===== src/hdl/cfr_pkg.sv =====
package cfr_pkg;

  localparam logic [7:0] HEADER_BYTE = 8'hAA;
  localparam logic [7:0] MAX_PAYLOAD = 8'd249;

  // Configuration register indexes.
  localparam logic [7:0] REG_BROADCAST_ADDRESS = 8'd0;
  localparam logic [7:0] REG_OWN_ADDRESS       = 8'd1;

  localparam logic [7:0] BROADCAST_RESET = 8'd255;
  localparam logic [7:0] OWN_RESET       = 8'd0;

  typedef struct packed {
    logic [7:0] rx_byte;
  } in_item_t;

  typedef struct packed {
    logic       is_end;
    logic [7:0] function_id;
    logic [7:0] byte_index;
    logic [7:0] payload_byte;
    logic [7:0] payload_length;
    logic       frame_ok;
    logic [7:0] sum_first;
    logic [7:0] sum_second;
  } out_item_t;

  typedef struct packed {
    logic [7:0] index;
    logic [7:0] data;
  } cfg_item_t;

  // Address registers handed to the deframer.
  typedef struct packed {
    logic [7:0] broadcast_address;
    logic [7:0] own_address;
  } addr_cfg_t;

endpackage


===== src/hdl/cfr_stream_if.sv =====
interface cfr_stream_if #(
  parameter type payload_t = logic
);
  logic     valid;
  logic     ready;
  payload_t payload;

  modport source (output valid, output payload, input ready);
  modport sink   (input valid, input payload, output ready);
endinterface


===== src/hdl/cfr_deframer.sv =====
module cfr_deframer
  import cfr_pkg::*;
(
  input  logic       clk,
  input  logic       rst_n,
  input  logic       step_i,
  input  logic [7:0] rx_byte_i,
  input  addr_cfg_t  addr_cfg_i,
  output logic       res_valid_o,
  output out_item_t  res_o
);

  localparam logic [2:0] PH_HUNT = 3'd0;
  localparam logic [2:0] PH_ADDR = 3'd1;
  localparam logic [2:0] PH_FUNC = 3'd2;
  localparam logic [2:0] PH_LEN  = 3'd3;
  localparam logic [2:0] PH_DATA = 3'd4;
  localparam logic [2:0] PH_CHK1 = 3'd5;
  localparam logic [2:0] PH_CHK2 = 3'd6;

  logic [2:0] phase_r, phase_nxt;
  logic [7:0] left_r, left_nxt;
  logic [7:0] pos_r, pos_nxt;
  logic [7:0] len_r, len_nxt;
  logic [7:0] func_r, func_nxt;
  logic [7:0] sum_r, sum_nxt;
  logic [7:0] sos_r, sos_nxt;
  logic [7:0] chk1_r, chk1_nxt;

  logic [7:0] sum_acc;
  logic [7:0] sos_acc;
  logic       addr_match;

  assign sum_acc    = sum_r + rx_byte_i;
  assign sos_acc    = sos_r + sum_acc;
  assign addr_match = (rx_byte_i == addr_cfg_i.broadcast_address) ||
                      (rx_byte_i == addr_cfg_i.own_address);

  always_comb begin
    phase_nxt   = phase_r;
    left_nxt    = left_r;
    pos_nxt     = pos_r;
    len_nxt     = len_r;
    func_nxt    = func_r;
    sum_nxt     = sum_r;
    sos_nxt     = sos_r;
    chk1_nxt    = chk1_r;
    res_valid_o = 1'b0;
    res_o.is_end         = 1'b0;
    res_o.function_id    = func_r;
    res_o.byte_index     = 8'd0;
    res_o.payload_byte   = 8'd0;
    res_o.payload_length = len_r;
    res_o.frame_ok       = 1'b0;
    res_o.sum_first      = sum_r;
    res_o.sum_second     = sos_r;
    unique case (phase_r)
      PH_ADDR: begin
        if (addr_match) begin
          sum_nxt   = sum_acc;
          sos_nxt   = sos_acc;
          phase_nxt = PH_FUNC;
        end else begin
          phase_nxt = PH_HUNT;
        end
      end
      PH_FUNC: begin
        func_nxt  = rx_byte_i;
        sum_nxt   = sum_acc;
        sos_nxt   = sos_acc;
        phase_nxt = PH_LEN;
      end
      PH_LEN: begin
        if ((rx_byte_i != 8'd0) && (rx_byte_i <= MAX_PAYLOAD)) begin
          len_nxt   = rx_byte_i;
          left_nxt  = rx_byte_i;
          pos_nxt   = 8'd0;
          sum_nxt   = sum_acc;
          sos_nxt   = sos_acc;
          phase_nxt = PH_DATA;
        end else begin
          phase_nxt = PH_HUNT;
        end
      end
      PH_DATA: begin
        sum_nxt              = sum_acc;
        sos_nxt              = sos_acc;
        res_valid_o          = 1'b1;
        res_o.byte_index     = pos_r;
        res_o.payload_byte   = rx_byte_i;
        res_o.sum_first      = sum_acc;
        res_o.sum_second     = sos_acc;
        pos_nxt              = pos_r + 8'd1;
        left_nxt             = left_r - 8'd1;
        if (left_r == 8'd1) begin
          phase_nxt = PH_CHK1;
        end
      end
      PH_CHK1: begin
        chk1_nxt  = rx_byte_i;
        phase_nxt = PH_CHK2;
      end
      PH_CHK2: begin
        res_valid_o    = 1'b1;
        res_o.is_end   = 1'b1;
        res_o.frame_ok = (chk1_r == sum_r) && (rx_byte_i == sos_r);
        phase_nxt      = PH_HUNT;
      end
      default: begin
        // The unused phase code behaves as hunting.
        if (rx_byte_i == HEADER_BYTE) begin
          sum_nxt   = rx_byte_i;
          sos_nxt   = rx_byte_i;
          left_nxt  = 8'd0;
          pos_nxt   = 8'd0;
          phase_nxt = PH_ADDR;
        end else begin
          phase_nxt = PH_HUNT;
        end
      end
    endcase
  end

  always_ff @(posedge clk) begin
    if (!rst_n) begin
      phase_r <= PH_HUNT;
      left_r  <= 8'd0;
      pos_r   <= 8'd0;
      len_r   <= 8'd0;
      func_r  <= 8'd0;
      sum_r   <= 8'd0;
      sos_r   <= 8'd0;
      chk1_r  <= 8'd0;
    end else if (step_i) begin
      phase_r <= phase_nxt;
      left_r  <= left_nxt;
      pos_r   <= pos_nxt;
      len_r   <= len_nxt;
      func_r  <= func_nxt;
      sum_r   <= sum_nxt;
      sos_r   <= sos_nxt;
      chk1_r  <= chk1_nxt;
    end
  end

endmodule


===== src/hdl/checked_frame_receiver.sv =====
// Frame receiver for a byte stream of 0xAA-headed, length-prefixed frames
// protected by an 8-bit sum and an 8-bit sum of sums. Each accepted word is
// one received byte; every payload byte yields one result word and the second
// check byte yields one end-of-frame word with both computed sums and the
// match flag. Other bytes yield nothing. The block takes one byte per clock
// cycle while in_ch.ready is high: a byte goes into an input register, and
// when the output register is empty or being taken, the frame state and sums
// update and the byte's result is loaded into the output register, which
// offers it on out_ch.
// in_ch.ready drops only while both the input register and the output
// register are full and out_ch.ready is low. The configuration port is always
// ready; the address registers are compared when an address byte is
// processed, so write them only while no bytes are in flight.
module checked_frame_receiver
  import cfr_pkg::*;
(
  input  logic         clk,
  input  logic         rst_n,
  cfr_stream_if.sink   in_ch,
  cfr_stream_if.source out_ch,
  cfr_stream_if.sink   cfg_ch
);

  logic       in_valid_r;
  logic [7:0] in_byte_r;
  logic       out_valid_r;
  out_item_t  out_item_r;
  addr_cfg_t  addr_cfg_r;

  logic       advance;
  logic       res_valid;
  out_item_t  res;
  cfg_item_t  cfg_word;
  in_item_t   in_word;

  assign cfg_word = cfg_ch.payload;
  assign in_word  = in_ch.payload;

  assign advance      = in_valid_r && (!out_valid_r || out_ch.ready);
  assign in_ch.ready  = !in_valid_r || advance;
  assign cfg_ch.ready = 1'b1;

  assign out_ch.valid   = out_valid_r;
  assign out_ch.payload = out_item_r;

  always_ff @(posedge clk) begin
    if (!rst_n) begin
      addr_cfg_r.broadcast_address <= BROADCAST_RESET;
      addr_cfg_r.own_address       <= OWN_RESET;
    end else if (cfg_ch.valid) begin
      unique case (cfg_word.index)
        REG_BROADCAST_ADDRESS: addr_cfg_r.broadcast_address <= cfg_word.data;
        REG_OWN_ADDRESS:       addr_cfg_r.own_address       <= cfg_word.data;
        default: ;
      endcase
    end
  end

  always_ff @(posedge clk) begin
    if (!rst_n) begin
      in_valid_r <= 1'b0;
    end else if (in_ch.ready) begin
      in_valid_r <= in_ch.valid;
    end
  end

  always_ff @(posedge clk) begin
    if (in_ch.ready && in_ch.valid) begin
      in_byte_r <= in_word.rx_byte;
    end
  end

  cfr_deframer u_deframer (
    .clk         (clk),
    .rst_n       (rst_n),
    .step_i      (advance),
    .rx_byte_i   (in_byte_r),
    .addr_cfg_i  (addr_cfg_r),
    .res_valid_o (res_valid),
    .res_o       (res)
  );

  // The output word is replaced only when it is empty or being taken.
  always_ff @(posedge clk) begin
    if (!rst_n) begin
      out_valid_r <= 1'b0;
    end else if (advance) begin
      out_valid_r <= res_valid;
    end else if (out_ch.ready) begin
      out_valid_r <= 1'b0;
    end
  end

  always_ff @(posedge clk) begin
    if (advance && res_valid) begin
      out_item_r <= res;
    end
  end

endmodule


===== src/flat_wrapper.sv =====
// flat-port wrapper written by rule: the top's interface ports become plain ports
module checked_frame_receiver_flat import cfr_pkg::*;
  (clk, rst_n, in_ch_valid, in_ch_payload, in_ch_ready, out_ch_valid, out_ch_payload, out_ch_ready, cfg_ch_valid, cfg_ch_payload, cfg_ch_ready);
  cfr_stream_if #(.payload_t(in_item_t)) in_ch_i ();
  cfr_stream_if #(.payload_t(out_item_t)) out_ch_i ();
  cfr_stream_if #(.payload_t(cfg_item_t)) cfg_ch_i ();
  input  logic clk;
  input  logic rst_n;
  input wire logic [$bits(in_ch_i.valid)-1:0] in_ch_valid;
  input wire logic [$bits(in_ch_i.payload)-1:0] in_ch_payload;
  output wire logic [$bits(in_ch_i.ready)-1:0] in_ch_ready;
  output wire logic [$bits(out_ch_i.valid)-1:0] out_ch_valid;
  output wire logic [$bits(out_ch_i.payload)-1:0] out_ch_payload;
  input wire logic [$bits(out_ch_i.ready)-1:0] out_ch_ready;
  input wire logic [$bits(cfg_ch_i.valid)-1:0] cfg_ch_valid;
  input wire logic [$bits(cfg_ch_i.payload)-1:0] cfg_ch_payload;
  output wire logic [$bits(cfg_ch_i.ready)-1:0] cfg_ch_ready;
  assign in_ch_i.valid = in_ch_valid;
  assign in_ch_i.payload = in_ch_payload;
  assign in_ch_ready = in_ch_i.ready;
  assign out_ch_valid = out_ch_i.valid;
  assign out_ch_payload = out_ch_i.payload;
  assign out_ch_i.ready = out_ch_ready;
  assign cfg_ch_i.valid = cfg_ch_valid;
  assign cfg_ch_i.payload = cfg_ch_payload;
  assign cfg_ch_ready = cfg_ch_i.ready;
  checked_frame_receiver u_core (.clk(clk), .rst_n(rst_n), .in_ch(in_ch_i), .out_ch(out_ch_i), .cfg_ch(cfg_ch_i));
endmodule

===== config.mk =====
export PLATFORM = sky130hd
export DESIGN_NAME = checked_frame_receiver_flat
export DESIGN_NICKNAME = d
export VERILOG_FILES = /design/src/hdl/cfr_pkg.sv /design/src/hdl/cfr_stream_if.sv /design/src/hdl/cfr_deframer.sv /design/src/hdl/checked_frame_receiver.sv /design/src/flat_wrapper.sv
export SDC_FILE = /design/constraint.sdc
export NUM_CORES = 1
export LEC_CHECK = 0
export BUFFER_PORTS_ARGS = -buffer_cell sky130_fd_sc_hd__buf_2
export CAP_MARGIN = 5
export CORE_MARGIN = 1
export CORE_UTILIZATION = 29
export CTS_BUF_LIST = sky130_fd_sc_hd__clkbuf_4 sky130_fd_sc_hd__clkbuf_8 sky130_fd_sc_hd__clkbuf_16
export CTS_CLUSTER_DIAMETER = 80
export DETAILED_ROUTE_END_ITERATION = 16
export GPL_ROUTABILITY_DRIVEN = 0
export PLACE_DENSITY = 0.54
export SETUP_SLACK_MARGIN = 0.2
export SKIP_CTS_REPAIR_TIMING = 1
export SYNTH_ARGS = -nofsm -noshare
export SYNTH_HDL_FRONTEND = slang
export SYNTH_HIERARCHICAL = 1
export SYNTH_SLANG_ARGS = --single-unit

===== constraint.sdc =====
create_clock -name clk -period 9.4 [get_ports clk]
set_input_delay 1.88 -clock clk [delete_from_list [all_inputs] [get_ports clk]]
set_output_delay 1.88 -clock clk [all_outputs]
set_load 0.02 [all_outputs]

# Word level (Yosys, flattened, before mapping)
# Cells that the tools add are included.
[op_classes]
n_addsub = 4
order_cmp = 1
eq_ne = 16
n_mux = 22
bitwise_logic = 2
n_reduce_logical = 27
[op_table]
columns = ["operator", "count"]
rows = [
  ["8-bit two-way mux", 8],
  ["8-bit one-hot mux with 4 select lines", 2],
  ["8-bit one-hot mux with 3 select lines", 2],
  ["8-bit == test", 4],
  ["3-bit one-hot mux with 6 select lines", 1],
  ["8-bit adder", 2],
  ["8-bit by 1-bit == test with 1-bit output (second input constant)", 2],
  ["16-bit two-way mux", 1],
  ["2-bit AND reduction", 5],
  ["3-bit == test (second input constant)", 3],
  ["8-bit by 1-bit adder with 8-bit output (second input constant)", 1],
  ["8-bit == test (second input constant)", 1],
  ["8-bit less-or-equal comparator (second input constant)", 1],
  ["8-bit zero test", 1],
  ["8-bit nonzero test", 1],
  ["8-bit by 1-bit subtractor with 8-bit output (second input constant)", 1],
  ["3-bit by 2-bit == test with 1-bit output (second input constant)", 2],
  ["3-bit two-way mux", 2],
  ["2-bit inequality test (second input constant)", 3],
  ["2-bit OR reduction", 3],
  ["1-bit logical AND", 5],
  ["1-bit two-way mux", 5],
  ["5-bit AND reduction", 1],
  ["4-bit AND reduction", 1],
  ["10 further kinds", 14],
]
[word_totals]
ff_bits = 135
out_inout_bits = 53
word_cells = 93

# Logic depth before layout (Yosys ltp)
[depth]
depth_word = 5
ltp_mapped = 13

# By module
# Netlist, hierarchy kept.
[by_module_without_submodules]
columns = ["module", "n_inst", "cells_each", "area_per_inst_um2", "seq_area_each_um2"]
rows = [
  ["cfr_deframer", 1, 500, 3917.5, 1181.1],
  ["checked_frame_receiver", 1, 143, 2575.0, 2102.0],
]

# Worst setup path after synthesis
# Ideal clock, no wire load.
[synth_timing]
kind = "input to output"
startpoint = "input port out_ch_ready"
endpoint = "output port in_ch_ready"
arrival_time_ns = 2.157
t_required_ns = 7.520
setup_slack_ns = 5.363
path_stages = 1
n_path_buf = 0
path_cell_list = "nand3b_1"
[synth_between]
elab_chain_cells = 3
[synth_lines]
columns = ["element", "line", "text"]
rows = [
  ["from (decl)", "flat_wrapper.sv:14", "input wire logic [$bits(out_ch_i.ready)-1:0] out_ch_ready;"],
  ["1-bit logical OR", "checked_frame_receiver.sv:39", "assign advance = in_valid_r && (!out_valid_r || out_ch.ready);"],
  ["1-bit logical AND", "checked_frame_receiver.sv:39", ""],
  ["1-bit logical OR", "checked_frame_receiver.sv:40", "assign in_ch.ready = !in_valid_r || advance;"],
  ["to (decl)", "flat_wrapper.sv:11", "output wire logic [$bits(in_ch_i.ready)-1:0] in_ch_ready;"],
]
# No other way between the ends.

# Worst setup path in the final report
# Same ends and word-level chain as after synthesis.

==> flow_summary.json <==
{
  "status": "completed",
  "io_buffer_count": 80,
  "period_needed_ps": 4220,
  "whs_ps": 431,
  "required_ps": 7520,
  "synth-edff-count": 58,
  "gr-total-overflow": 0,
  "power_density_nw_per_um2": 169,
  "yosys.cell_count.top_type": "nand2_1",
  "cts_tree": "done",
  "synth-async-reset-ratio": 0,
  "diodes": 0,
  "dr.pass1.iters": 5,
  "routed_wl_um": 15300,
  "cts_root_buf": "clkbuf_16",
  "end_kind": "output port",
  "synth_top_family_by_area": "simple AND/OR/NAND/NOR gates",
  "peakVddDrop_mv": 0.0763,
  "routedWlPerCell_um": 15.1,
  "synth-compound-area-share": 0.119,
  "synth_nets": 692,
  "std_cell_rows": 54,
  "holdPathEnd": "u_core/out_ch.payload[19]",
  "yosysWarnings": 6,
  "drcViolationCount": 0,
  "power.leakage_nw": 3.02,
  "core_um2": 21900,
  "grt_pass1_wl_um": 23700,
  "ys_types": 62,
  "synth_top_area_frac": 0.268,
  "synthTopCellsByCount": "78 x nand2_1, 77 x dfxtp_1, 59 x nor2_1",
  "cts_buffers": 17,
  "netlist_area_um2": 6490,
  "seqPwrFrac": 0.468,
  "seq_area_frac_synth": 0.506,
  "utilization": 0.353,
  "power.internal_uw": 986,
  "final_nets": 768,
  "fin_area_um2": 7740,
  "fin_setup_tns_ps": 0,
  "cp.arrival_ps": 2340,
  "synthAdderAreaFrac": 0.0409,
  "p_clk_frac": 0.493,
  "worst_pin_slew_ps": 1140,
  "clkTransAtPathRegs_ps": 60,
  "min_from": "u_core/u_deframer/len_r[2]",
  "timing.rr.start": "u_core/in_byte_r[0]",
  "start_util": 0.297,
  "synth_area_per_cell_um2": 10.1,
  "hold_viol": 0,
  "cp_max_fo": 3,
  "yosysTopAreaCell": "edfxtp_1",
  "whs_path_depth": 0,
  "switching_power_uw": 323,
  "synth-xor-area-share": 0.0661,
  "groute.usage.overall": 0.139,
  "cts_buffer_depth": 2,
  "yosys.area_share.simple": 0.176,
  "synthTopCellsByArea": "edfxtp_1 27%, dfxtp_1 24%, mux2i_1 5.4%",
  "critical_path.startpoint_type": "input pin",
  "synth_cells": 643,
  "drive_above_1_share": 0.191,
  "grt_max_degree": 51,
  "postPlaceCellArea_um2": 7170,
  "path_common_cell": "buf_2",
  "crit_slowest_cell": "nand3b_1",
  "criticalPathCategory": "in2out",
  "synth_top_flop_cell": "dfxtp_1",
  "fin_skew_ps": 11.8,
  "hpwl_um": 10200,
  "die_w_um": 152,
  "fmax_mhz": 237,
  "cpPeakStageDelay_ps": 180,
  "max_cap_viol_count": 0,
  "period_share": 0.448,
  "synthMuxAreaShare": 0.0540,
  "pwr-share-comb": 0.039,
  "area_delta_synth_final_pct": 19.2,
  "pin_count": 82,
  "critical_path.reg2reg.endpoint": "u_core/out_ch.payload[7]",
  "placed_cells": 980,
  "die_y_um": 152,
  "vias": 4808,
  "ctsHtreeMaxLevel": 4,
  "hold_path_class": "reg2reg",
  "cts_sinks": 135,
  "drv_slew": 0,
  "final_antenna_net_count": 0,
  "slew_headroom": 0.238,
  "dr.first_iter.drc_count": 433,
  "setup_viol": 0,
  "ys_ff_latch": 135,
  "r2r_cells": 13,
  "instances_no_fill": 1012,
  "insertion_delay_ps": 430,
  "crit_chain": "buf_2, nand3b_1, buf_2",
  "grt_pass1_vias": 4468,
  "viasPerCell": 4.75,
  "die_area_um2": 23000,
  "antenna_found_initial": 0,
  "p_sw_frac": 0.247,
  "rsz0062_at_grt": "no",
  "r2r_slack_ps": 5930
}
[cell families (layout without fill, tap and decap cells)]
group | after synthesis | count (layout)
xor gates and xnor gates | 49 | 49
muxes | 35 | 35
adders and majority gates | 20 | 20
and+or+nand+nor | 232 | 232
DFF | 135 | 135
other | 1 | 1
AOI/OAI and AO/OA | 119 | 119
buffers and inverters | 52 | 141
[area by class of cell]
cell class | count | area, um^2
flip-flops and latches | 135 | 3280
well taps | 280 | 350
multi-input cells | 456 | 2970
clock buffers | 18 | 439
inverters | 17 | 77.6
clock inverters | 14 | 128
repair buffers | 92 | 490
fillers | 2236 | 14200
[stage by stage]
step / power, mW / worst slack (ps)
3_3_place_gp: 0.678 / 5200
6_report: 1.31 / 5180
3_5_place_dp: 0.678 / 5180
2_1_floorplan: 0.657 / 5360
4_1_cts: 1.33 / 5170
5_1_grt: 1.36 / 5130
[layer usage]
metal  share of wire  GRT usage  vias up
met5               0          0        -
met4           0.019     0.0594        0
met3           0.041     0.0338       22
met2            0.48      0.229      104
met1            0.46      0.171     2255
li1                -          -     2427
[state kept, by name, indices dropped and copies added, names as in the netlist]
register                   flops
u_core/u_deframer/left_r       8
u_core/u_deframer/sum_r        8
u_core/u_deframer/func_r       8
u_core/u_deframer/pos_r        8
u_core/out_ch.payload         50
u_core/u_deframer/chk1_r       8
u_core/out_ch.valid            1
u_core/addr_cfg_r             16
u_core/in_valid_r              1
u_core/u_deframer/len_r        8
u_core/u_deframer/phase_r      3
u_core/u_deframer/sos_r        8
u_core/in_byte_r               8
[worst max-delay path by stage]
stage               slack [ps]          end          from
finish                    5180  in_ch_ready  out_ch_ready
floorplan                 5360  in_ch_ready  out_ch_ready
global route              5130  in_ch_ready  out_ch_ready
CTS                       5170  in_ch_ready  out_ch_ready
detailed placement        5180  in_ch_ready  out_ch_ready
global placement          5200  in_ch_ready  out_ch_ready
[critical path, delay by kind of cell]
family	cells	cell delay, ps
buffers and inverters	2	280
and+or+nand+nor	1	180
[power by group through the flow]
stage | logic (mW) | registers (mW) | clock network, mW
CTS | 0.0520 | 0.613 | 0.661
global route | 0.0561 | 0.613 | 0.687
finish | 0.0513 | 0.613 | 0.645
global placement | 0.0516 | 0.626 | 0
floorplan | 0.0335 | 0.624 | 0
detailed placement | 0.0518 | 0.626 | 0
[cells in the final DEF (no fill, tap or decap), drive strengths merged, types with 3 or more instances in the layout]
master	Yosys	routed
nor2	59	59
a21oi	42	42
nand3	7	7
o21a	4	4
clkinv	3	4
a211oi	8	8
o211ai	4	4
inv	13	24
dfxtp	77	77
nor3	14	14
and2	21	21
nand2b	3	3
nand3b	3	3
a31oi	4	4
nand2	78	78
ha	18	18
buf	11	92
nand4	10	10
and3	6	6
nor4	4	4
nor2b	17	17
edfxtp	58	58
xnor2	37	37
or4	3	3
a21boi	3	3
clkbuf	24	18
o21ai	30	30
xor2	12	12
nand4b	3	3
mux2i	35	35
Power figures use the tool's default switching activity.
